<file path="src/hdl/afe_pkg.sv">
`default_nettype none
package afe_pkg;

    // field and state widths
    localparam int RAW_W      = 32;
    localparam int SHIFT_R    = 14;
    localparam int SAMPLE_W   = 18;
    localparam int SQ_W       = 46;
    localparam int SQTERM_W   = 35;
    localparam int MAG_SUM_W  = 30;
    localparam int HPE_W      = 58;
    localparam int HPY_W      = 32;
    localparam int PROD_W     = 49;
    localparam int CNT_W      = 13;
    localparam int ALPHA_W    = 15;
    localparam int THR_W      = 18;
    localparam int LIM_W      = 8;
    localparam int RMS_W      = 26;
    localparam int MEAN_W     = 26;
    localparam int Q16_W      = 17;

    // configuration port
    localparam int CFG_IDX_W  = 8;
    localparam int CFG_DATA_W = 18;
    localparam logic [CFG_IDX_W-1:0] CFG_HP_ALPHA  = 8'd0;
    localparam logic [CFG_IDX_W-1:0] CFG_CLIP_THR  = 8'd1;
    localparam logic [CFG_IDX_W-1:0] CFG_ZERO_LIM  = 8'd2;
    localparam logic [CFG_IDX_W-1:0] CFG_CLIP_LIM  = 8'd3;

    localparam logic [ALPHA_W-1:0] ALPHA_RST    = 15'd29491;
    localparam logic [THR_W-1:0]   CLIP_THR_RST = 18'd130000;
    localparam logic [LIM_W-1:0]   ZERO_LIM_RST = 8'd10;
    localparam logic [LIM_W-1:0]   CLIP_LIM_RST = 8'd10;

    localparam int MAX_FRAME_DEF = 512;

    // serial divider and square root
    localparam int DIV_N_W    = 66;
    localparam int DIV_D_W    = 46;
    localparam int DIV_CNT_W  = 7;
    localparam int SQRT_IN_W  = 62;
    localparam int SQRT_OUT_W = 31;
    localparam int SQRT_CNT_W = 5;

    // end-of-frame division select
    localparam logic [1:0] DSEL_SQ    = 2'd0;
    localparam logic [1:0] DSEL_MEAN  = 2'd1;
    localparam logic [1:0] DSEL_ZCR   = 2'd2;
    localparam logic [1:0] DSEL_RATIO = 2'd3;

    typedef struct packed {
        logic signed [RAW_W-1:0] raw_word;
        logic                    last_of_frame;
    } t_in;

    typedef struct packed {
        logic [RMS_W-1:0]  rms_q8;
        logic [THR_W-1:0]  peak_magnitude;
        logic [MEAN_W-1:0] mean_abs_q8;
        logic [Q16_W-1:0]  zero_cross_rate_q16;
        logic [Q16_W-1:0]  high_freq_ratio_q16;
        logic              mic_ok;
    } t_out;

    typedef struct packed {
        logic       take;
        logic       mul;
        logic       acc;
        logic       hpe;
        logic       div_start;
        logic [1:0] div_sel;
        logic       sqrt_start;
        logic       emit;
    } t_cmd;

    typedef struct packed {
        logic frame_end;
        logic div_done;
        logic sqrt_done;
        logic out_busy;
    } t_sts;

endpackage
`default_nettype wire

</file>
<file path="src/hdl/afe_ctrl.sv">
`default_nettype none
module afe_ctrl
    import afe_pkg::*;
(
    input  wire   i_clk,
    input  wire   i_rst_n,
    input  wire   i_in_valid,
    input  t_sts  i_sts,
    output t_cmd  o_cmd,
    output logic  o_in_ready
);

    localparam logic [3:0] S_IDLE      = 4'd0;
    localparam logic [3:0] S_MUL       = 4'd1;
    localparam logic [3:0] S_ACC       = 4'd2;
    localparam logic [3:0] S_HPE       = 4'd3;
    localparam logic [3:0] S_DIV_GO    = 4'd4;
    localparam logic [3:0] S_DIV_WAIT  = 4'd5;
    localparam logic [3:0] S_SQRT_GO   = 4'd6;
    localparam logic [3:0] S_SQRT_WAIT = 4'd7;
    localparam logic [3:0] S_EMIT      = 4'd8;

    logic [3:0] r_state, n_state;
    logic [1:0] r_sel, n_sel;

    always_ff @(posedge i_clk) begin
        if (!i_rst_n) begin
            r_state <= S_IDLE;
            r_sel   <= DSEL_SQ;
        end else begin
            r_state <= n_state;
            r_sel   <= n_sel;
        end
    end

    // next state and commands
    always_comb begin
        n_state = r_state;
        n_sel   = r_sel;
        o_cmd   = '0;
        o_cmd.div_sel = r_sel;
        case (r_state)
            S_IDLE: begin
                o_cmd.take = i_in_valid;
                if (i_in_valid) begin
                    n_state = S_MUL;
                end
            end
            S_MUL: begin
                o_cmd.mul = 1'b1;
                n_state   = S_ACC;
            end
            S_ACC: begin
                o_cmd.acc = 1'b1;
                n_state   = S_HPE;
            end
            S_HPE: begin
                o_cmd.hpe = 1'b1;
                n_sel     = DSEL_SQ;
                n_state   = i_sts.frame_end ? S_DIV_GO : S_IDLE;
            end
            S_DIV_GO: begin
                o_cmd.div_start = 1'b1;
                n_state         = S_DIV_WAIT;
            end
            S_DIV_WAIT: begin
                if (i_sts.div_done) begin
                    if (r_sel == DSEL_RATIO) begin
                        n_state = S_SQRT_GO;
                    end else begin
                        n_sel   = r_sel + 1'b1;
                        n_state = S_DIV_GO;
                    end
                end
            end
            S_SQRT_GO: begin
                o_cmd.sqrt_start = 1'b1;
                n_state          = S_SQRT_WAIT;
            end
            S_SQRT_WAIT: begin
                if (i_sts.sqrt_done) begin
                    n_state = S_EMIT;
                end
            end
            S_EMIT: begin
                if (!i_sts.out_busy) begin
                    o_cmd.emit = 1'b1;
                    n_state    = S_IDLE;
                end
            end
            default: begin
                n_state = S_IDLE;
            end
        endcase
    end

    assign o_in_ready = (r_state == S_IDLE);

`ifndef ASSERT_OFF
    a_emit_free: assert property (@(posedge i_clk) disable iff (!i_rst_n)
        o_cmd.emit |-> !i_sts.out_busy)
        else $error("result loaded while output register still held");
    a_div_next: assert property (@(posedge i_clk) disable iff (!i_rst_n)
        (r_state == S_DIV_WAIT && i_sts.div_done) |=>
        (r_state == S_DIV_GO || r_state == S_SQRT_GO))
        else $error("division finish not followed by next unit start");
    a_mid_frame: assert property (@(posedge i_clk) disable iff (!i_rst_n)
        (r_state == S_HPE && !i_sts.frame_end) |=> o_in_ready)
        else $error("mid-frame sample did not return to idle");
`endif

endmodule
`default_nettype wire

</file>
<file path="config.mk">
export PLATFORM = sky130hd
export DESIGN_NAME = afe_ctrl
export DESIGN_NICKNAME = d
export VERILOG_FILES = /design/src/hdl/afe_pkg.sv /design/src/hdl/afe_ctrl.sv
export SDC_FILE = /design/constraint.sdc
export NUM_CORES = 1
export LEC_CHECK = 0
export ABC_AREA = 1
export BUFFER_PORTS_ARGS = -buffer_cell sky130_fd_sc_hd__buf_2
export CAP_MARGIN = 20
export CORE_AREA = 3 3 40 42
export DETAILED_ROUTE_END_ITERATION = 7
export DIE_AREA = 0 0 43 45
export GPL_ROUTABILITY_DRIVEN = 0
export PLACE_DENSITY = 0.69
export SETUP_SLACK_MARGIN = 0.15
export SLEW_MARGIN = 20
export SYNTH_ARGS = -nofsm -noshare
export SYNTH_HDL_FRONTEND = slang
export SYNTH_SLANG_ARGS = --single-unit
</file>
<file path="constraint.sdc">
create_clock -name i_clk -period 2.3 [get_ports i_clk]
set_input_delay 0.23 -clock i_clk [delete_from_list [all_inputs] [get_ports i_clk]]
set_output_delay 0.23 -clock i_clk [all_outputs]
set_load 0.01 [all_outputs]
</file>
==> metrics.txt, run 1 <==
# TYPE chip_impl_metric gauge
chip_impl_metric{name="cts_resized",unit=""} 0
chip_impl_metric{name="post_dp_cell_area",unit="µm²"} 531
chip_impl_metric{name="finalMaxSlewViolations",unit=""} 0
chip_impl_metric{name="dieArea",unit="mm²"} 0.00194
chip_impl_metric{name="pre_cts_ws",unit="ns"} 1.07
chip_impl_metric{name="avgSynthCellArea",unit="µm²"} 6.00
chip_impl_metric{name="min_period",unit="ns"} 1.50
chip_impl_info{name="hp-class",value="input port to flop"} 1
chip_impl_metric{name="timing.critical_path.depth",unit=""} 3
chip_impl_metric{name="drv.max_cap_violation_count",unit=""} 0
chip_impl_metric{name="seq_area_frac_synth",unit=""} 0.278
chip_impl_metric{name="grt_util_all_layers",unit=""} 0.110
chip_impl_metric{name="syn_nets",unit=""} 80
chip_impl_info{name="crit_path_end_kind",value="primary output"} 1
chip_impl_metric{name="critical-path-max-stage-delay",unit="ns"} 0.48
chip_impl_info{name="layout_common_cells",value="sky130_fd_sc_hd__buf_2, sky130_fd_sc_hd__nand2_1, sky130_fd_sc_hd__inv_1"} 1
chip_impl_metric{name="place.detailed.instances",unit=""} 103
chip_impl_metric{name="syn_inst",unit=""} 72
chip_impl_info{name="tritoncts",value="yes"} 1
chip_impl_metric{name="finalClockSkew",unit="ns"} 0.00519
chip_impl_metric{name="placementRows",unit=""} 13
chip_impl_metric{name="design_area",unit="µm²"} 553
chip_impl_metric{name="register_bit_total_from_synthesis",unit=""} 6
chip_impl_metric{name="worst_case_reg_to_reg_path_depth",unit=""} 7
chip_impl_metric{name="grt_antenna_before_repair",unit=""} 0
chip_impl_metric{name="num_antenna_cells",unit=""} 0
chip_impl_metric{name="cts.sinks",unit=""} 6
chip_impl_metric{name="first_global_vias",unit=""} 403
chip_impl_metric{name="areaGrowthSynthToFinish",unit="%"} 28.1
chip_impl_metric{name="place.detailed.hpwl",unit="µm"} 810
chip_impl_info{name="critPathLaunchType",value="flop"} 1
chip_impl_metric{name="slew-limit-headroom",unit=""} 0.810
chip_impl_metric{name="clk_transition_reported_paths",unit="ns"} 0.05
chip_impl_metric{name="top_level_port_count",unit=""} 17
chip_impl_info{name="timing.setup.critical_path_class",value="flop to primary output"} 1
chip_impl_metric{name="final_hold_viol_count",unit=""} 0
chip_impl_metric{name="htree_num_levels",unit=""} 1
chip_impl_metric{name="vias_per_cell",unit=""} 4.51
chip_impl_metric{name="worstPathBufferInverterCount",unit=""} 2
chip_impl_metric{name="combPwrFrac",unit=""} 0.374
chip_impl_metric{name="multi_input_comb_area",unit="µm²"} 255
chip_impl_info{name="run_status",value="completed"} 1
chip_impl_metric{name="core_region_area",unit="mm²"} 0.00128
chip_impl_metric{name="post_synthesis_instance_area",unit="µm²"} 432
chip_impl_metric{name="number_of_design_rule_violations_left_after_detail_routing",unit=""} 0
chip_impl_info{name="clockRootBuffer",value="sky130_fd_sc_hd__clkbuf_4"} 1
chip_impl_metric{name="period_share",unit=""} 0.653
chip_impl_info{name="regToRegStartpoint",value="r_state[3]"} 1
chip_impl_metric{name="power.density",unit="mW/mm²"} 644
chip_impl_metric{name="static-leakage-power",unit="nW"} 0.320
chip_impl_metric{name="total_switching_power",unit="mW"} 0.133
chip_impl_info{name="crit_family",value="flip-flops"} 1
chip_impl_metric{name="routed_wirelength",unit="µm"} 927
chip_impl_metric{name="vdd_ir_drop_max",unit="mV"} 0.243
chip_impl_metric{name="detail-route-antenna-nets",unit=""} 0
chip_impl_metric{name="clock_insertion_delay_worst_skew",unit="ns"} 0.24
chip_impl_info{name="critical_path.endpoint",value="o_cmd[0]"} 1
chip_impl_metric{name="pin_count_of_the_biggest_net_entering_global_routing",unit=""} 7
chip_impl_info{name="cp_cell_sequence",value="inv_1 -> nor4_1 -> buf_2"} 1
chip_impl_metric{name="cts_setup_buffers",unit=""} 0
chip_impl_metric{name="worstPathArrival",unit="ns"} 1.27
chip_impl_metric{name="utilization_after_layout",unit=""} 0.430
chip_impl_metric{name="die_x",unit="µm"} 43
chip_impl_metric{name="cts-root-to-sink-buffers",unit=""} 2
chip_impl_metric{name="post_drt_wl_per_cell",unit="µm"} 8.75
chip_impl_metric{name="setup_tns",unit="ns"} 0
chip_impl_metric{name="port-buffer-count",unit=""} 16
chip_impl_metric{name="cts_hold_repair.buffers",unit=""} 0
chip_impl_metric{name="start_util",unit=""} 0.336
chip_impl_metric{name="final-setup-viol-count",unit=""} 0
chip_impl_metric{name="finalNetCount",unit=""} 101
chip_impl_metric{name="detail_route.first_pass.iterations",unit=""} 4
chip_impl_metric{name="post_route_cells_drive_above_1_share",unit=""} 0.319
chip_impl_metric{name="grt_first_pass_wirelength",unit="µm"} 1570
chip_impl_metric{name="maxClockFrequency",unit="MHz"} 666
chip_impl_metric{name="drt_iter0_drc",unit=""} 5
chip_impl_info{name="worst_setup_path_startpoint",value="r_state[3]"} 1
chip_impl_metric{name="yosys.cell_types.count",unit=""} 16
chip_impl_metric{name="final_cells",unit=""} 106
chip_impl_metric{name="p_clk_frac",unit=""} 0.261
chip_impl_metric{name="synth.yosys.warnings",unit=""} 0
chip_impl_metric{name="worst_hold_slack",unit="ns"} 0.221
chip_impl_metric{name="via_count",unit=""} 478
chip_impl_info{name="unrepaired_setup_endpoints_after_global_routing",value="no"} 1
chip_impl_metric{name="cts-buffers-inserted",unit=""} 3
chip_impl_metric{name="globalRouteOverflowTotal",unit=""} 0
chip_impl_info{name="most_common_library_cell_in_the_layout_ignoring_fill_and_taps",value="sky130_fd_sc_hd__buf_2"} 1
chip_impl_metric{name="internal",unit="mW"} 0.223
chip_impl_metric{name="worst_slew_pin_slew",unit="ns"} 0.284
chip_impl_metric{name="regToRegSetupSlack",unit="ns"} 1.10
chip_impl_metric{name="worst-endpoint-required",unit="ns"} 2.07
chip_impl_metric{name="die-height",unit="µm"} 45
chip_impl_metric{name="power",unit="mW"} 0.356
chip_impl_metric{name="sequential_cell_area",unit="µm²"} 120
chip_impl_metric{name="critical_path.max_fanout",unit=""} 6
chip_impl_metric{name="fill_count",unit=""} 138
chip_impl_metric{name="switching_share_of_total_power",unit=""} 0.373
chip_impl_info{name="cp_slowest_cell",value="sky130_fd_sc_hd__dfxtp_1"} 1
chip_impl_info{name="critical_path.reg2reg.endpoint",value="r_state[2]"} 1
chip_impl_metric{name="sequentialPowerShare",unit=""} 0.365
chip_impl_metric{name="final_critical_path_setup_slack",unit="ns"} 0.798
-- layout make-up --
cell class / count / area share
multi-input combinational: 51 / 0.462
sequential: 6 / 0.217
timing repair buffer: 16 / 0.145
inverter: 15 / 0.102
clock buffer: 3 / 0.0407
tap: 15 / 0.0339
-- flip-flops by register name, summed over array words and instances (netlist names) --
register,cells
r_state,4
r_sel,2
-- power by group through the flow --
stage                     clock network (mW)  logic [mW]  registers (mW)
after detailed placement                   0       0.134           0.132
final                                 0.0929       0.133           0.130
after global routing                   0.106       0.152           0.131
after CTS                             0.0979       0.136           0.130
after floorplan                            0      0.0956           0.129
after global placement                     0       0.133           0.132
-- cell usage after synthesis, drive strengths merged --
library cell | count | area, µm²
inv | 15 | 56.3
ha | 1 | 12.5
nand3 | 7 | 45.0
nand4 | 2 | 12.5
dfxtp | 6 | 120
nor2 | 16 | 75.1
a21oi | 5 | 25.0
nor4 | 1 | 6.26
o21ai | 1 | 5.00
nand2 | 17 | 68.8
nor3 | 1 | 5.00
-- layer usage --
metal	track usage	vias to the layer above	share of wire
li1	-	265	-
met1	0.118	201	0.44
met2	0.186	10	0.50
met3	0.0239	2	0.054
met4	0.0904	0	0.0097
met5	0	-	0
-- worst min-delay path by stage --
stage,start,endpoint,slack [ns],cells after the start
2_1_floorplan,i_rst_n,r_state[3],0.35,2
3_3_place_gp,i_rst_n,r_state[3],0.47,3
3_5_place_dp,i_rst_n,r_state[3],0.47,3
4_1_cts,i_rst_n,r_state[3],0.22,3
5_1_grt,i_rst_n,r_state[3],0.22,3
6_report,i_rst_n,r_state[3],0.22,3
-- logic make-up (layout without fill, tap and decap cells) --
| kind of cell | count (synthesis) | after routing | share of synthesized area |
|---|---|---|---|
| flops | 6 | 6 | 0.278 |
| compound gates | 6 | 6 | 0.0695 |
| buf+inv | 15 | 34 | 0.130 |
| simple gates | 44 | 44 | 0.493 |
| fa+ha+maj | 1 | 1 | 0.0290 |
-- worst min-delay path: cells and delay by family --
kind / cells / cell delay [ns]
AND/OR/NAND/NOR: 2 / 0.08
buffers and inverters: 1 / 0.10
No activity file was read; power rests on OpenSTA's default activity.
==> run 2, diff against run 1 <==
- PLACE_DENSITY: 0.69 -> 0.71
- clock period: 2.3 -> 1.3 ns (I/O delays scaled with it)
==> run 2 against run 1 <==
Effect of this change:
- clock skew shrank 0.0046 ns
- cell area grew 17%
- global-route usage grew 2.8 points
- critical path depth is the same
- highest routed layer unchanged
==> metrics.txt, run 2 (synthesis results as in run 1) <==
# TYPE chip_impl_metric gauge
chip_impl_info{name="run_status",value="completed"} 1
chip_impl_metric{name="worstPathBufferInverterCount",unit=""} 2
chip_impl_metric{name="route.met2.wl",unit="µm"} 691
chip_impl_metric{name="cts.sinks",unit=""} 6
chip_impl_metric{name="critical-path-max-stage-delay",unit="ns"} 0.41
chip_impl_metric{name="largest_reg_flops",unit=""} 4
chip_impl_metric{name="port-buffer-count",unit=""} 16
chip_impl_metric{name="cts-buffers-inserted",unit=""} 3
chip_impl_info{name="cp_cell_sequence",value="inv_2 -> nor4_1 -> buf_2"} 1
chip_impl_info{name="layout_common_cells",value="sky130_fd_sc_hd__buf_2, sky130_fd_sc_hd__nand2_1, sky130_fd_sc_hd__nor2_1, sky130_fd_sc_hd__inv_1, sky130_fd_sc_hd__nand2_2"} 1
chip_impl_metric{name="min_period",unit="ns"} 1.25
chip_impl_info{name="top_regs",value="r_state x4, r_sel x2"} 1
chip_impl_metric{name="maxClockFrequency",unit="MHz"} 802
chip_impl_metric{name="first_global_vias",unit=""} 482
chip_impl_metric{name="detail_route.first_pass.iterations",unit=""} 6
chip_impl_metric{name="drt_iter0_drc",unit=""} 23
chip_impl_metric{name="post_route_cells_drive_above_1_share",unit=""} 0.526
chip_impl_metric{name="areaGrowthSynthToFinish",unit="%"} 49.6
chip_impl_metric{name="final_hold_viol_count",unit=""} 0
chip_impl_metric{name="routed_wirelength",unit="µm"} 1320
chip_impl_metric{name="vias_per_cell",unit=""} 4.94
chip_impl_metric{name="cts_hold_repair.buffers",unit=""} 0
chip_impl_metric{name="grt_antenna_before_repair",unit=""} 0
chip_impl_info{name="hp-class",value="input port to flop"} 1
chip_impl_metric{name="worst-endpoint-required",unit="ns"} 1.17
chip_impl_metric{name="setup_tns",unit="ns"} 0
chip_impl_info{name="timing.setup.critical_path_class",value="flop to primary output"} 1
chip_impl_metric{name="grt_first_pass_wirelength",unit="µm"} 1970
chip_impl_metric{name="finalClockSkew",unit="ns"} 0.000587
chip_impl_metric{name="critical_path.max_fanout",unit=""} 6
chip_impl_info{name="crit_path_end_kind",value="primary output"} 1
chip_impl_info{name="tritoncts",value="yes"} 1
chip_impl_metric{name="clock_insertion_delay_worst_skew",unit="ns"} 0.24
chip_impl_metric{name="worst_hold_slack",unit="ns"} 0.109
chip_impl_metric{name="placementRows",unit=""} 13
chip_impl_metric{name="power.density",unit="mW/mm²"} 1160
chip_impl_metric{name="start_util",unit=""} 0.336
chip_impl_metric{name="htree_num_levels",unit=""} 1
chip_impl_metric{name="cts-root-to-sink-buffers",unit=""} 2
chip_impl_metric{name="final-setup-viol-count",unit=""} 0
chip_impl_metric{name="via_count",unit=""} 543
chip_impl_metric{name="grt_util_all_layers",unit=""} 0.138
chip_impl_metric{name="clk_transition_reported_paths",unit="ns"} 0.04
chip_impl_metric{name="number_of_design_rule_violations_left_after_detail_routing",unit=""} 0
chip_impl_metric{name="num_antenna_cells",unit=""} 0
chip_impl_info{name="most_common_library_cell_in_the_layout_ignoring_fill_and_taps",value="sky130_fd_sc_hd__buf_2"} 1
chip_impl_info{name="clockRootBuffer",value="sky130_fd_sc_hd__clkbuf_4"} 1
chip_impl_metric{name="period_share",unit=""} 0.959
chip_impl_metric{name="static-leakage-power",unit="nW"} 0.348
chip_impl_metric{name="pin_count_of_the_biggest_net_entering_global_routing",unit=""} 7
chip_impl_metric{name="top_level_port_count",unit=""} 17
chip_impl_metric{name="die-height",unit="µm"} 45
chip_impl_metric{name="post_drt_wl_per_cell",unit="µm"} 12.0
chip_impl_info{name="cp_slowest_cell",value="sky130_fd_sc_hd__dfxtp_4"} 1
chip_impl_info{name="unrepaired_setup_endpoints_after_global_routing",value="yes"} 1
chip_impl_metric{name="detailed_route_wire_length_on_metal_1",unit="µm"} 518
chip_impl_metric{name="slew-limit-headroom",unit=""} 0.865
chip_impl_metric{name="globalRouteOverflowTotal",unit=""} 0
chip_impl_info{name="highest_layer",value="met4"} 1
chip_impl_metric{name="place.detailed.hpwl",unit="µm"} 817
chip_impl_info{name="critPathLaunchType",value="flop"} 1
chip_impl_metric{name="vdd_ir_drop_max",unit="mV"} 0.604
chip_impl_metric{name="worstPathArrival",unit="ns"} 1.12
chip_impl_info{name="registers.top_by_ff_count",value="r_state"} 1
chip_impl_metric{name="drv.max_cap_violation_count",unit=""} 0
chip_impl_metric{name="power",unit="mW"} 0.746
chip_impl_metric{name="core_region_area",unit="mm²"} 0.00128
chip_impl_metric{name="die_x",unit="µm"} 43
chip_impl_info{name="crit_family",value="flip-flops"} 1
chip_impl_metric{name="worst_slew_pin_slew",unit="ns"} 0.200
chip_impl_metric{name="finalMaxSlewViolations",unit=""} 0
chip_impl_metric{name="detail-route-antenna-nets",unit=""} 0
chip_impl_metric{name="dieArea",unit="mm²"} 0.00194
chip_impl_metric{name="finalNetCount",unit=""} 105
chip_impl_metric{name="met3WireLength",unit="µm"} 88
[run 2: cell count changes in the layout (fill, tap and decap cells not counted), sizes merged]
cell and delta:
buf +4
[run 2: layout make-up]
| cell class | count | area (µm²) |
|---|---|---|
| inverters | 15 | 56.3 |
| flip-flops and latches | 6 | 135 |
| well taps | 15 | 18.8 |
| fillers | 124 | 639 |
| clock buffers | 3 | 22.5 |
| repair buffers | 20 | 110 |
| multi-input cells | 51 | 303 |
[run 2: tightest hold or removal path, cell delays in order]
cell	delay, ns
sky130_fd_sc_hd__buf_2	0.10
sky130_fd_sc_hd__nand2_1	0.05
sky130_fd_sc_hd__nor2_1	0.03
[run 2: metal layers]
layer,track usage,vias up
li1,-,270
met1,0.157,240
met2,0.231,31
met3,0.0319,2
met4,0.0904,0
met5,0,-
[run 2: per-stage QoR]
stage	area [µm²]	setup WS, ns	cells	util
CTS	601	0.0567	108	0.467
finish	646	0.0531	110	0.502
floorplan	432	0.218	72	-
detailed placement	531	0.0940	103	0.413
global route	646	-0.00976	110	0.502
global placement	531	0.101	103	0.413
[run 2: path summary, 6_finish.rpt]
kind                            startpoint    endpoint  slack (ns)  cells past startpoint
worst min register to register    r_sel[1]    r_sel[1]        0.51                      2
worst max register to register  r_state[3]  r_state[0]        0.08                      7
worst max-delay path            r_state[3]    o_cmd[0]        0.05                      3
worst min-delay path               i_rst_n  r_state[3]        0.11                      3
[run 2: where the power goes]
group	leakage, nW	switching [mW]	internal, mW
sequential	0.0517	0.0483	0.209
clock	0.0138	0.0666	0.104
combinational	0.282	0.190	0.128
total	0.348	0.305	0.441
[run 2: what timing repair did]
action                                 4_1_cts  5_1_grt
endpoints found under the hold margin        0        0
gates resized for setup                     13       11
setup buffers                                2        2
pin swaps                                    1        2
setup endpoints to repair                   13       14
==> run 3, diff against run 2 <==
- ABC_AREA: 1 -> default
==> run 3 against run 2 <==
Effect of this change:
- the flow now finishes with violations (setup timing)
- core utilization grew 2.8 points
- worst setup slack lost 0.11 ns
- non-clock buffer count increased by 5
- largest cell class unchanged
==> metrics.txt, run 3 <==
# TYPE chip_impl_metric gauge
chip_impl_info{name="tritoncts",value="yes"} 1
chip_impl_metric{name="clock_insertion_delay_worst_skew",unit="ns"} 0.25
chip_impl_info{name="synth.area.top_cells",value="sky130_fd_sc_hd__dfxtp_1, sky130_fd_sc_hd__mux2i_1, sky130_fd_sc_hd__and2_1"} 1
chip_impl_info{name="post-synth-top-area-cell",value="sky130_fd_sc_hd__dfxtp_1"} 1
chip_impl_info{name="top_regs",value="r_state x4, r_sel x2"} 1
chip_impl_info{name="registers.top_by_ff_count",value="r_state"} 1
chip_impl_metric{name="core_region_area",unit="mm²"} 0.00128
chip_impl_metric{name="finalClockSkew",unit="ns"} 0.00252
chip_impl_metric{name="syn_nets",unit=""} 60
chip_impl_metric{name="number_of_design_rule_violations_left_after_detail_routing",unit=""} 0
chip_impl_info{name="synth.top_cells.by_count",value="sky130_fd_sc_hd__dfxtp_1, sky130_fd_sc_hd__nand2_1"} 1
chip_impl_info{name="most_common_library_cell_in_the_layout_ignoring_fill_and_taps",value="sky130_fd_sc_hd__buf_2"} 1
chip_impl_metric{name="final_cells",unit=""} 91
chip_impl_metric{name="post_route_cells_drive_above_1_share",unit=""} 0.592
chip_impl_metric{name="synth_top_area_frac",unit=""} 0.280
chip_impl_metric{name="static-leakage-power",unit="nW"} 0.325
chip_impl_metric{name="globalRouteOverflowTotal",unit=""} 0
chip_impl_metric{name="post_drt_wl_per_cell",unit="µm"} 13.9
chip_impl_metric{name="setup_tns",unit="ns"} -0.114
chip_impl_info{name="unrepaired_setup_endpoints_after_global_routing",value="yes"} 1
chip_impl_metric{name="cts-buffers-inserted",unit=""} 3
chip_impl_metric{name="multi_input_comb_area",unit="µm²"} 333
chip_impl_metric{name="dieArea",unit="mm²"} 0.00194
chip_impl_metric{name="start_util",unit=""} 0.334
chip_impl_metric{name="htree_num_levels",unit=""} 1
chip_impl_metric{name="largest_reg_flops",unit=""} 4
chip_impl_metric{name="avgSynthCellArea",unit="µm²"} 8.25
chip_impl_metric{name="critical_path.max_fanout",unit=""} 5
chip_impl_metric{name="synth-edff-count",unit=""} 0
chip_impl_metric{name="cts_hold_repair.buffers",unit=""} 0
chip_impl_metric{name="finalMaxSlewViolations",unit=""} 0
chip_impl_info{name="failed_checks",value="setup timing"} 1
chip_impl_info{name="layout_common_cells",value="sky130_fd_sc_hd__buf_2, sky130_fd_sc_hd__nand2_1, sky130_fd_sc_hd__buf_6"} 1
chip_impl_metric{name="drv.max_cap_violation_count",unit=""} 0
chip_impl_info{name="synth.most_common_cell",value="sky130_fd_sc_hd__dfxtp_1"} 1
chip_impl_metric{name="slew-limit-headroom",unit=""} 0.822
chip_impl_metric{name="post_synthesis_instance_area",unit="µm²"} 429
chip_impl_info{name="timing.setup.critical_path_class",value="flop to primary output"} 1
chip_impl_metric{name="utilization_after_layout",unit=""} 0.531
chip_impl_metric{name="grt_util_all_layers",unit=""} 0.131
chip_impl_metric{name="min_period",unit="ns"} 1.35
chip_impl_metric{name="sequential_cell_area",unit="µm²"} 138
chip_impl_metric{name="seq_area_frac_synth",unit=""} 0.280
chip_impl_metric{name="final_hold_viol_count",unit=""} 0
chip_impl_metric{name="first_global_vias",unit=""} 455
chip_impl_metric{name="cts.sinks",unit=""} 6
chip_impl_metric{name="drt_iter0_drc",unit=""} 14
chip_impl_metric{name="worst_slew_pin_slew",unit="ns"} 0.263
chip_impl_metric{name="cts-root-to-sink-buffers",unit=""} 2
chip_impl_metric{name="die_x",unit="µm"} 43
chip_impl_metric{name="detail_route.first_pass.iterations",unit=""} 4
chip_impl_metric{name="pin_count_of_the_biggest_net_entering_global_routing",unit=""} 10
chip_impl_metric{name="top_level_port_count",unit=""} 17
chip_impl_metric{name="power.density",unit="mW/mm²"} 761
chip_impl_info{name="synth-main-ff-cell",value="sky130_fd_sc_hd__dfxtp_1"} 1
chip_impl_metric{name="routed_wirelength",unit="µm"} 1260
chip_impl_metric{name="maxClockFrequency",unit="MHz"} 739
chip_impl_metric{name="placementRows",unit=""} 13
chip_impl_metric{name="finalNetCount",unit=""} 86
chip_impl_metric{name="via_count",unit=""} 485
chip_impl_metric{name="synth.yosys.warnings",unit=""} 0
chip_impl_metric{name="areaGrowthSynthToFinish",unit="%"} 58.9
chip_impl_metric{name="fill_count",unit=""} 120
chip_impl_metric{name="grt_first_pass_wirelength",unit="µm"} 1940
chip_impl_metric{name="worst-endpoint-required",unit="ns"} 1.17
chip_impl_metric{name="place.detailed.hpwl",unit="µm"} 798
chip_impl_metric{name="register_bit_total_from_synthesis",unit=""} 6
chip_impl_info{name="run_status",value="finished, violations left"} 1
chip_impl_metric{name="worstPathArrival",unit="ns"} 1.22
chip_impl_metric{name="final-setup-viol-count",unit=""} 3
chip_impl_info{name="hp-class",value="input port to flop"} 1
chip_impl_metric{name="vias_per_cell",unit=""} 5.33
chip_impl_metric{name="detail-route-antenna-nets",unit=""} 0
chip_impl_metric{name="place.detailed.instances",unit=""} 82
chip_impl_metric{name="vdd_ir_drop_max",unit="mV"} 0.347
chip_impl_metric{name="async_reset_ff_frac",unit=""} 0
chip_impl_metric{name="die-height",unit="µm"} 45
chip_impl_metric{name="pre_cts_ws",unit="ns"} 0.0798
chip_impl_metric{name="clk_transition_reported_paths",unit="ns"} 0.05
chip_impl_metric{name="period_share",unit=""} 1.04
chip_impl_info{name="crit_path_end_kind",value="primary output"} 1
chip_impl_info{name="clockRootBuffer",value="sky130_fd_sc_hd__clkbuf_4"} 1
chip_impl_metric{name="grt_antenna_before_repair",unit=""} 0
chip_impl_metric{name="yosys.cell_types.count",unit=""} 30
chip_impl_info{name="critPathLaunchType",value="flop"} 1
chip_impl_metric{name="power",unit="mW"} 0.519
chip_impl_metric{name="syn_inst",unit=""} 52
chip_impl_metric{name="num_antenna_cells",unit=""} 0
chip_impl_metric{name="final_critical_path_setup_slack",unit="ns"} -0.0523
chip_impl_metric{name="port-buffer-count",unit=""} 16
run 3: changes by cell type after synthesis, moves of 3 or more:
cell / previous run / this run
sky130_fd_sc_hd__nor2_2: 3 / 0
sky130_fd_sc_hd__nand2_1: 15 / 5
sky130_fd_sc_hd__a21oi_1: 5 / 2
sky130_fd_sc_hd__nor2_1: 12 / 3
sky130_fd_sc_hd__nand3_1: 5 / 0
sky130_fd_sc_hd__buf_2: 0 / 3
sky130_fd_sc_hd__and2_1: 0 / 3
sky130_fd_sc_hd__mux2i_1: 0 / 3
sky130_fd_sc_hd__inv_1: 13 / 1
run 3: kinds of logic after synthesis:
family,synth area share
AO/OA/AOI/OAI,0.146
adder cells (fa/ha/maj),0.0291
buffers and inverters,0.0554
flip-flops,0.280
multiplexers,0.0700
AND/OR/NAND/NOR,0.420
run 3: power by group:
group / internal, mW / leakage [nW] / switching, mW / total (mW)
Sequential: 0.187 / 0.0527 / 0.0151 / 0.202
Clock: 0.105 / 0.0138 / 0.0692 / 0.174
Combinational: 0.0769 / 0.259 / 0.0662 / 0.143
run 3: path summary, 6_finish.rpt:
| check | cells after the start | start | slack [ns] | endpoint |
|---|---|---|---|---|
| worst max register to register | 4 | r_state[2] | -0.02 | r_state[1] |
| worst min register to register | 2 | r_sel[1] | 0.47 | r_sel[1] |
| worst min-delay path | 2 | i_sts[1] | 0.09 | r_state[1] |
| worst max-delay path | 4 | r_state[3] | -0.05 | o_cmd[7] |
run 3: worst max-delay path: stages, from the launching register on:
cell and delay (ns):
sky130_fd_sc_hd__dfxtp_4 0.34, sky130_fd_sc_hd__buf_4 0.15, sky130_fd_sc_hd__nor2b_4 0.12, sky130_fd_sc_hd__nor3b_1 0.21, sky130_fd_sc_hd__buf_2 0.17
run 3: final cells by class:
class,instances,area share
flip-flops and latches,6,0.202
clock buffers,3,0.0330
multi-input cells,41,0.488
inverters,1,0.00550
repair buffers,25,0.244
well taps,15,0.0275
run 3: metal layers:
metal	vias up	routed length, µm	track usage
met5	-	0	0
met4	0	13	0.0542
met3	2	63	0.0239
met2	16	657	0.234
met1	226	527	0.154
li1	241	-	-
run 3: per-stage QoR:
stage / hold WS, ns / cell area [µm²]
2_1_floorplan: 0.227 / 448
3_3_place_gp: 0.340 / 549
3_5_place_dp: 0.342 / 549
4_1_cts: 0.0796 / 641
5_1_grt: 0.0947 / 682
6_report: 0.0864 / 682
run 3: timing repair:
item | 4_1_cts | 5_1_grt
pin swaps | 2 | 3
endpoints found under the setup margin | 13 | 14
setup buffers | 4 | 2
gates resized for setup | 12 | 7
